--- src/design/nsfp_pkg.sv ---
// shared command and status types for the nearest square factor pair block
package nsfp_pkg;

  // commands from the controller to the datapath
  typedef struct packed {
    logic load;       // capture a new number, arm the root counter
    logic sqrt_step;  // one root digit
    logic div_load;   // start a division with the next trial divisor
    logic div_first;  // trial divisor is the root itself (else divisor minus one)
    logic div_step;   // one quotient bit
    logic out_load;   // write the result register
  } cmd_t;

  // status from the datapath to the controller
  typedef struct packed {
    logic n_zero;     // captured number is zero
    logic cnt_last;   // step counter on its last iteration
    logic rem_zero;   // division remainder is zero
    logic d_le_one;   // trial divisor is one or less
  } sts_t;

endpackage

--- src/design/nearest_square_factor_pair.sv ---
// top level: nearest square factor pair of one unsigned number
//
//   channel  dir  handshake             payload
//   in_      in   in_tvalid/in_tready   in_tdata: number
//   out_     out  out_tvalid/out_tready out_tdata: small/large factor, out_tuser: invalid
//
// search: R = (W + 1) / 2 root digits, W = min(NUM_WIDTH, 16), then a W-bit division for each
//   of k trial divisors (1 up to 2^R - 1); a new number is taken only from idle
// zero input gives invalid with zero factors
// reset (rst_n low, synchronous) empties the result register and idles the controller
// a stalled output holds its result; the next number is taken meanwhile and
//   waits at the end of its search until the result register frees
module nearest_square_factor_pair #(
  parameter int NUM_WIDTH = 16
) (
  input  logic        clk,
  input  logic        rst_n,
  input  logic        in_tvalid,
  output logic        in_tready,
  input  logic [15:0] in_tdata,   // [15:0] number
  output logic        out_tvalid,
  input  logic        out_tready,
  output logic [23:0] out_tdata,  // [7:0] small_factor, [23:8] large_factor
  output logic        out_tuser   // [0] invalid
);
  import nsfp_pkg::*;

  cmd_t        cmd;
  sts_t        sts;
  logic [7:0]  small_factor;
  logic [15:0] large_factor;

  nsfp_ctrl u_ctrl (
    .clk        (clk),
    .rst_n      (rst_n),
    .in_tvalid  (in_tvalid),
    .in_tready  (in_tready),
    .out_tvalid (out_tvalid),
    .out_tready (out_tready),
    .cmd        (cmd),
    .sts        (sts)
  );

  nsfp_datapath #(
    .NUM_WIDTH (NUM_WIDTH)
  ) u_datapath (
    .clk              (clk),
    .rst_n            (rst_n),
    .cmd              (cmd),
    .sts              (sts),
    .in_number        (in_tdata),
    .out_small_factor (small_factor),
    .out_large_factor (large_factor),
    .out_invalid      (out_tuser)
  );

  assign out_tdata = {large_factor, small_factor};

endmodule

--- src/design/nsfp_datapath.sv ---
// datapath: square root unit, restoring divider and result register
module nsfp_datapath #(
  parameter int NUM_WIDTH = 16
) (
  input  logic          clk,
  input  logic          rst_n,
  input  nsfp_pkg::cmd_t cmd,
  output nsfp_pkg::sts_t sts,
  input  logic [15:0]   in_number,
  output logic [7:0]    out_small_factor,
  output logic [15:0]   out_large_factor,
  output logic          out_invalid
);
  import nsfp_pkg::*;

  localparam int NW = (NUM_WIDTH < 16) ? NUM_WIDTH : 16;
  localparam int RW = (NW + 1) / 2;
  localparam int PW = 2 * RW;
  localparam int CW = $clog2(NW + 1);

  logic [NW-1:0]   n_r;
  logic [PW-1:0]   sq_sh_r;
  logic [RW+1:0]   sq_rem_r;
  logic [RW-1:0]   root_r;
  logic [RW-1:0]   d_r;
  logic [NW-1:0]   q_r;
  logic [RW-1:0]   p_r;
  logic [CW-1:0]   cnt_r;
  logic [7:0]      small_r;
  logic [15:0]     large_r;
  logic            invalid_r;

  logic [RW+3:0]   rem_sh;
  logic [RW+3:0]   trial;
  logic [RW+3:0]   rem_diff;
  logic [RW:0]     div_t;
  logic [RW:0]     div_diff;

  // root digit: bring down two bits, try (root * 4 + 1)
  assign rem_sh   = {sq_rem_r, sq_sh_r[PW-1:PW-2]};
  assign trial    = {2'b00, root_r, 2'b01};
  assign rem_diff = rem_sh - trial;

  // quotient bit: shift in the next dividend bit, try the divisor
  assign div_t    = {p_r, q_r[NW-1]};
  assign div_diff = div_t - {1'b0, d_r};

  always_ff @(posedge clk) begin
    if (cmd.load) begin
      n_r      <= in_number[NW-1:0];
      sq_sh_r  <= PW'(in_number[NW-1:0]);
      sq_rem_r <= '0;
      root_r   <= '0;
      cnt_r    <= CW'(RW);
    end
    if (cmd.sqrt_step) begin
      sq_sh_r <= {sq_sh_r[PW-3:0], 2'b00};
      cnt_r   <= cnt_r - 1'b1;
      if (rem_sh >= trial) begin
        sq_rem_r <= rem_diff[RW+1:0];
        root_r   <= {root_r[RW-2:0], 1'b1};
      end else begin
        sq_rem_r <= rem_sh[RW+1:0];
        root_r   <= {root_r[RW-2:0], 1'b0};
      end
    end
    if (cmd.div_load) begin
      d_r   <= cmd.div_first ? root_r : d_r - 1'b1;
      q_r   <= n_r;
      p_r   <= '0;
      cnt_r <= CW'(NW);
    end
    if (cmd.div_step) begin
      cnt_r <= cnt_r - 1'b1;
      if (div_t >= {1'b0, d_r}) begin
        p_r <= div_diff[RW-1:0];
        q_r <= {q_r[NW-2:0], 1'b1};
      end else begin
        p_r <= div_t[RW-1:0];
        q_r <= {q_r[NW-2:0], 1'b0};
      end
    end
    if (cmd.out_load) begin
      invalid_r <= sts.n_zero;
      small_r   <= sts.n_zero ? 8'd0 : 8'(d_r);
      large_r   <= sts.n_zero ? 16'd0 : 16'(q_r);
    end
  end

  assign sts.n_zero   = (n_r == '0);
  assign sts.cnt_last = (cnt_r == CW'(1));
  assign sts.rem_zero = (p_r == '0);
  assign sts.d_le_one = (d_r <= RW'(1));

  assign out_small_factor = small_r;
  assign out_large_factor = large_r;
  assign out_invalid      = invalid_r;

  // partial remainder stays below the divisor through a division
  a_rem_below_div: assert property (@(posedge clk) disable iff (!rst_n)
    cmd.div_step |-> (p_r < d_r))
    else $error("partial remainder not below divisor");

  // first trial divisor is the floor square root
  a_root_floor: assert property (@(posedge clk) disable iff (!rst_n)
    (cmd.div_load && cmd.div_first) |->
      (32'(root_r) * 32'(root_r) <= 32'(n_r)) &&
      ((32'(root_r) + 32'd1) * (32'(root_r) + 32'd1) > 32'(n_r)))
    else $error("square root out of range");

  // a nonzero number ends on an exact nonzero divisor
  a_exact_divisor: assert property (@(posedge clk) disable iff (!rst_n)
    (cmd.out_load && !sts.n_zero) |-> (sts.rem_zero && d_r != '0))
    else $error("result divisor is not exact");

endmodule

--- src/design/nsfp_ctrl.sv ---
// controller: sequences root, trial divisions and result handoff
module nsfp_ctrl (
  input  logic           clk,
  input  logic           rst_n,
  input  logic           in_tvalid,
  output logic           in_tready,
  output logic           out_tvalid,
  input  logic           out_tready,
  output nsfp_pkg::cmd_t cmd,
  input  nsfp_pkg::sts_t sts
);
  import nsfp_pkg::*;

  typedef enum logic [5:0] {
    S_IDLE   = 6'b000001,
    S_SQRT   = 6'b000010,
    S_START  = 6'b000100,
    S_DIV    = 6'b001000,
    S_CHECK  = 6'b010000,
    S_FINISH = 6'b100000
  } state_t;

  state_t state_r, state_nxt;
  logic   out_valid_r, out_valid_nxt;
  logic   slot_free;

  assign slot_free = !out_valid_r || out_tready;
  assign in_tready = (state_r == S_IDLE);

  always_comb begin
    state_nxt = state_r;
    cmd       = '0;
    unique case (state_r)
      S_IDLE: begin
        if (in_tvalid) begin
          cmd.load  = 1'b1;
          state_nxt = S_SQRT;
        end
      end
      S_SQRT: begin
        if (sts.n_zero) begin
          state_nxt = S_FINISH;
        end else begin
          cmd.sqrt_step = 1'b1;
          if (sts.cnt_last) state_nxt = S_START;
        end
      end
      S_START: begin
        cmd.div_load  = 1'b1;
        cmd.div_first = 1'b1;
        state_nxt     = S_DIV;
      end
      S_DIV: begin
        cmd.div_step = 1'b1;
        if (sts.cnt_last) state_nxt = S_CHECK;
      end
      S_CHECK: begin
        if (sts.rem_zero || sts.d_le_one) begin
          state_nxt = S_FINISH;
        end else begin
          cmd.div_load = 1'b1;
          state_nxt    = S_DIV;
        end
      end
      S_FINISH: begin
        if (slot_free) begin
          cmd.out_load = 1'b1;
          state_nxt    = S_IDLE;
        end
      end
      default: state_nxt = S_IDLE;
    endcase
  end

  always_comb begin
    out_valid_nxt = out_valid_r;
    if (out_tready) out_valid_nxt = 1'b0;
    if (cmd.out_load) out_valid_nxt = 1'b1;
  end

  always_ff @(posedge clk) begin
    if (!rst_n) begin
      state_r     <= S_IDLE;
      out_valid_r <= 1'b0;
    end else begin
      state_r     <= state_nxt;
      out_valid_r <= out_valid_nxt;
    end
  end

  assign out_tvalid = out_valid_r;

  // a result is never written over one that waits untaken
  a_no_overwrite: assert property (@(posedge clk) disable iff (!rst_n)
    (out_valid_r && !out_tready) |-> !cmd.out_load)
    else $error("result register overwritten");

endmodule
--- config.mk ---
export PLATFORM = sky130hd
export DESIGN_NAME = nearest_square_factor_pair
export DESIGN_NICKNAME = d
export VERILOG_FILES = /design/src/design/nsfp_pkg.sv /design/src/design/nearest_square_factor_pair.sv /design/src/design/nsfp_datapath.sv /design/src/design/nsfp_ctrl.sv
export SDC_FILE = /design/constraint.sdc
export NUM_CORES = 1
export LEC_CHECK = 0
export BUFFER_PORTS_ARGS = -buffer_cell sky130_fd_sc_hd__clkbuf_2
export CAP_MARGIN = 20
export CORE_UTILIZATION = 50
export DETAILED_ROUTE_END_ITERATION = 6
export GPL_ROUTABILITY_DRIVEN = 1
export PLACE_DENSITY = 0.77
export SKIP_CTS_REPAIR_TIMING = 1
export SLEW_MARGIN = 10
export SYNTH_ARGS = -nofsm -noshare
export SYNTH_HDL_FRONTEND = slang
export SYNTH_SLANG_ARGS = --single-unit
--- constraint.sdc ---
create_clock -name clk -period 2.8 [get_ports clk]
set_input_delay 0.56 -clock clk [delete_from_list [all_inputs] [get_ports clk]]
set_output_delay 0.56 -clock clk [all_outputs]
set_load 0.03 [all_outputs]
; ---- Word level (Yosys, flattened, before mapping)
; Index checks and enable logic that the tools add are counted.
; Widths: inputs -> output; s select.
[word_totals]
register_bits = 119
latchBits = 0
memories = 0
elab_cells = 80
rom_bits = 0
ramBits = 0
inputBits = 20
[op_classes]
shift = 0
muxes = 38
n_mul = 0
eq_ne = 11
bitwise = 0
order_cmp = 3
reduce_logical = 10
add_sub_neg = 4
n_div = 0
[ops]
columns = operator, count
row1 = $mux 16, 4
row2 = $mux 8, 6
row3 = $mux 6, 6
row4 = $pmux 6 s6, 1
row5 = $mux 10, 3
row6 = $mux 5, 4
row7 = $logic_not 16->1, 1
row8 = $mux 1, 13
row9 = $ge 12x10->1, 1
row10 = $sub 10x10->10, 1
row11 = $ge 9x8->1, 1
row12 = $le 8x1->1 const B, 1
row13 = $logic_not 8->1, 1
row14 = $sub 8x1->8 const B, 1
row15 = $sub 8x8->8, 1
row16 = $eq 6x1->1 const B, 1
row17 = $eq 6x2->1 const B, 1
row18 = $eq 6x3->1 const B, 1
row19 = $eq 6x4->1 const B, 1
row20 = $eq 6x5->1 const B, 1
row21 = $eq 6x6->1 const B, 1
row22 = $reduce_bool 2->1, 3
row23 = $eq 5x1->1 const B, 1
row24 = $sub 5x1->5 const B, 1
row25 = 8 further kinds, 10

; ---- Logic depth before layout (Yosys ltp)
[depth]
depth_word = 6
ltp_mapped = 9
mapped_depth_nobuf = 9

; ---- Hierarchy
; A second synthesis with hierarchy kept.
[unflattened]
cells_unflattened = 507
hier_area_um2 = 6113.4
[modules_own_cells]
columns = mod, seq_area_each_um2, area_each_um2, n_inst, cells_per_inst
row1 = nsfp_datapath, 3343.2, 5662.9, 1, 463
row2 = nsfp_ctrl, 140.1, 450.4, 1, 44

; ---- Worst setup path after synthesis
; OpenSTA, ideal clock, no wires.
[synth_timing]
path_type = register to register
startpoint = register u_datapath.n_r[0]
endpoint = register u_datapath.root_r[0] (enable)
stages_incl_launch_ff = 7
path_buffers = 2
arrival_time_ps = 1941
path_slack_ps = 381
path_cell_list = edfxtp_1 > nor4_1 > nand4_1 > nand2b_1 > buf_2 > buf_2 > nand2_1
[synth_via]
elab_chain_len = 4
[synth_rtl]
columns = item, line_no
row1 = start: declaration, nsfp_datapath.sv:21  ; logic [NW-1:0] n_r;
row2 = start signal: assignment, nsfp_datapath.sv:50  ; n_r <= in_number[NW-1:0];
row3 = $logic_not 16->1, nsfp_datapath.sv:90  ; assign sts.n_zero = (n_r == '0);
row4 = $mux 1, nsfp_ctrl.sv:41  ; if (sts.n_zero) begin
row5 = $mux 1, nsfp_ctrl.sv:33  ; unique case (state_r)
row6 = $reduce_bool 2->1 (no line), -
row7 = end signal: assignment, nsfp_datapath.sv:61  ; root_r <= {root_r[RW-2:0], 1'b1};
row8 = end signal: assignment, nsfp_datapath.sv:64  ; root_r <= {root_r[RW-2:0], 1'b0};
row9 = end: declaration, nsfp_datapath.sv:24  ; logic [RW-1:0] root_r;
; No other way between the ends.
; A chain may end at the register's enable or synchronous reset.

; ---- Worst setup path after layout
[layout_timing]
startpoint = register u_datapath.sq_rem_r[7]
endpoint = register u_datapath.sq_rem_r[6] (data pin)
[layout_via]
elab_chain_len = 3
[layout_rtl]
columns = item, line_no
row1 = start: declaration, nsfp_datapath.sv:23  ; logic [RW+1:0] sq_rem_r;
row2 = start signal: assignment, nsfp_datapath.sv:60  ; sq_rem_r <= rem_diff[RW+1:0];
row3 = start signal: assignment, nsfp_datapath.sv:63  ; sq_rem_r <= rem_sh[RW+1:0];
row4 = $ge 12x10->1, nsfp_datapath.sv:59  ; if (rem_sh >= trial) begin
row5 = $mux 10, nsfp_datapath.sv:59
row6 = $mux 10, nsfp_datapath.sv:56  ; if (cmd.sqrt_step) begin
; No other way between the ends.

==> summary by stage <==
Die
In this run the vertical extent of the chip is 109 um. Row generation in the floorplan step produced 38 rows. For this configuration, the core starts out at a cell density of 51.9%. The region available for standard cell placement spans 11000 um2.

The area enclosed by the die boundary is 11800 um2. The die is 109 um wide. The count of pins on the block boundary is 47.

Yosys
The most used flip-flop cell after synthesis is sky130_fd_sc_hd__edfxtp_1. The average cell area after synthesis is 12.5 um2. The mapped netlist covers 5700 um2.

Counting flops with a built-in enable in the synthesized netlist gives 110. Of the post-synthesis cell area, the dominant cell type holds 57.9%. The Yosys step of the flow raised 0 warnings.

The post-synthesis cell type count is 51. The post-synthesis cell type with the largest combined area is sky130_fd_sc_hd__edfxtp_1. Counting every net in the synthesized netlist gives 501. The cell count after synthesis came out at 458.

Of all flip-flops after synthesis, the portion carrying an async set or reset was 0%. In this run, synthesis produced a sequential element count of 119. By area the synthesized netlist is led by sky130_fd_sc_hd__edfxtp_1 (58%), sky130_fd_sc_hd__ha_1 (4.8%), sky130_fd_sc_hd__nor2_1 (3.6%). The fraction of the yosys area taken by sequential cells is 61.1%.

Timing
The clock arrives with 0.00878 ns of skew. The final period demand of the worst path is 2.46 ns. Setup slack closes at 0.340 ns. The final total negative setup slack is 0 ns. The count of final max-slew check failures came to 0. The maximum operating frequency is 407 MHz.

Dividing the final minimum period by the clock period gives 87.8%. The slew of the pin with the lowest slew margin is 0.709 ns. The final hold violation count is 0. The setup violation total in the final timing report is 0. Measured against its own limit, the worst slew margin works out to 51.5%. Setup repair after global routing left no endpoint under its margin.

Final layout
0 antenna diodes ended up in the layout. In the layout the commonest cells are sky130_fd_sc_hd__edfxtp_1 (110), sky130_fd_sc_hd__nor2_1 (55), sky130_fd_sc_hd__clkbuf_2 (46), sky130_fd_sc_hd__inv_1 (29). In the final design database the tool counted 565 nets. The most common cell after layout, fill and taps aside is sky130_fd_sc_hd__edfxtp_1.

The area growth from synthesis to final layout is 19.1%. For this run, the share of the core covered by cells in the final layout is 61.8%. Cells with a size suffix above 1 make up 21.5% of the layout.

Route
The routed layout has 3841 vias. The routed design has 11900 um of wire. The violation count after the first detailed-routing iteration is 234. The number of remaining DRC errors is 0. The number of optimization iterations in the first detailed-route pass is 5. The average vias per placed instance is 5.69. The number of routed nets with antenna violations is 0. In the final routed layout, each cell accounts on average for 17.6 um.

Setup path
The critical path in this run is classified as reg -> reg. The kind of cell with the highest combined delay along the critical path is compound AO/OA/AOI/OAI gates. The largest stage delay on the critical path is 0.70 ns.

Data on the critical path is required at its endpoint by 2.96 ns. The data arrival time of the critical path is 2.62 ns. Along the worst path, the maximum fanout reaches 9. The critical-path cell with the highest stage delay is sky130_fd_sc_hd__a2111oi_0.

The worst setup path is captured at a register. The worst setup path is launched from a register. Traced cell by cell, the critical path runs through ha_1 > a2111oi_0 > o21ai_2 > buf_4 > nand2_1 > o22ai_1. The number of buffer and inverter stages on the critical path is 1.

Clock network
The insertion delay to the later sink of the worst-skew pair is 0.41 ns. The number of clock buffers added by TritonCTS is 17. The clock tree from TritonCTS is done. The clock passes through at most 2 buffers. The clock tree synthesis step divided the H-tree into 4 levels. Clock tree synthesis selected as its root buffer the cell sky130_fd_sc_hd__clkbuf_16.

Clock-pin slew was measured on the worst setup and hold paths at 0.06 ns. The number of clock sinks seen by CTS is 119.

Global routing
The pin count of the biggest net entering global routing is 34. Global routing used 22.1% of the available tracks. The total overflow left after global routing is 0. The via count of the first global-routing pass is 3993.

The initial antenna violation count was 0. The first global-routing pass estimated 19500 um of wire.

Flow run
The tool flagged a number of max-cap violations equal to 0.

Pwr
The sum of internal, switching and leakage power is 4850 uW. The power density normalized to cell area is 714 nW/um2. VDD sags by at most 0.457 mV.

Summed over all cells, the static leakage comes to 0.00263 uW.

Place
The half-perimeter wire length of the detailed placement result is 8080 um. Input and output buffers added on the ports amount to 46. At the placement stage, the worst setup path has a slack of 0.457 ns. At the end of routability-driven placement, the weighted congestion stood at 0.826.

Outcome
The flow ran to the end, and the final reports show no timing, DRC or antenna violations.

Worst hold path
The type of the worst min-delay path is in -> reg.
## cell families (layout without fill, tap and decap cells)
group	Yosys count	after routing	synth area share, %
buffers and inverters	42	119	2.92
multiplexers	25	25	4.74
XOR/XNOR	16	16	2.46
flip-flops	119	119	61.1
AO/OA/AOI/OAI	82	82	10.3
AND/OR/NAND/NOR	151	151	13.4
adder cells (fa/ha/maj)	23	23	5.18
## worst paths after layout
path	from	end	slack (ns)	cells after the start
setup / recovery	u_datapath.sq_rem_r[7]	u_datapath.sq_rem_r[6]	0.34	6
hold reg to reg	u_datapath.sq_sh_r[1]	u_datapath.sq_sh_r[1]	0.47	2
setup reg to reg	u_datapath.sq_rem_r[7]	u_datapath.sq_rem_r[6]	0.34	6
hold / removal	in_tdata[15]	u_datapath.n_r[15]	0.35	1
## through the flow
step / hold WS (ns) / cell area (um2) / cells
6_report: 0.346 / 6790 / 675
5_1_grt: 0.331 / 6790 / 675
4_1_cts: 0.335 / 6790 / 675
3_5_place_dp: 0.458 / 6150 / 643
3_3_place_gp: 0.445 / 6150 / 643
2_1_floorplan: 0.436 / 5700 / 458
## area by class of cell
| cell class | count | area [um2] |
|---|---|---|
| fill | 799 | 4190 |
| clock inverter | 15 | 215 |
| inverter | 30 | 113 |
| multi-input combinational | 297 | 2060 |
| tap | 140 | 175 |
| timing repair buffer | 57 | 325 |
| clock buffer | 17 | 425 |
| sequential | 119 | 3480 |
## synthesized netlist by cell type, drive strengths merged (5+ instances only)
master / instances
a21oi: 23
a22o: 14
and2: 18
buf: 5
clkbuf: 7
dfxtp: 9
edfxtp: 110
ha: 22
inv: 30
mux2: 16
mux2i: 9
nand2: 21
nand2b: 9
nand3b: 8
nor2: 55
nor2b: 8
nor3: 7
nor4: 12
o21a: 6
o21ai: 16
xnor2: 10
xor2: 6
## report_power, final
part / switching (uW) / internal [uW]
clock: 847 / 1510
combinational: 242 / 166
sequential: 46.6 / 2040
## sequential cells by signal, summed over array words and instances, names as in the netlist
register                     cells
u_datapath.cnt_r                 5
u_datapath.p_r                   8
u_datapath.out_small_factor      8
u_datapath.sq_sh_r              16
u_datapath.out_invalid           1
u_ctrl.out_tvalid                1
u_datapath.q_r                  16
u_datapath.n_r                  16
u_datapath.d_r                   8
u_datapath.sq_rem_r             10
u_datapath.root_r                8
u_ctrl.state_r                   6
u_datapath.out_large_factor     16
## layer usage
layer | wire length, um | global-route usage [%]
met5 | 0 | 0
met1 | 4850 | 26.0
met3 | 724 | 5.44
met4 | 204 | 7.82
met2 | 6130 | 39.1
Note: power is estimated with default switching activity, not from simulation.
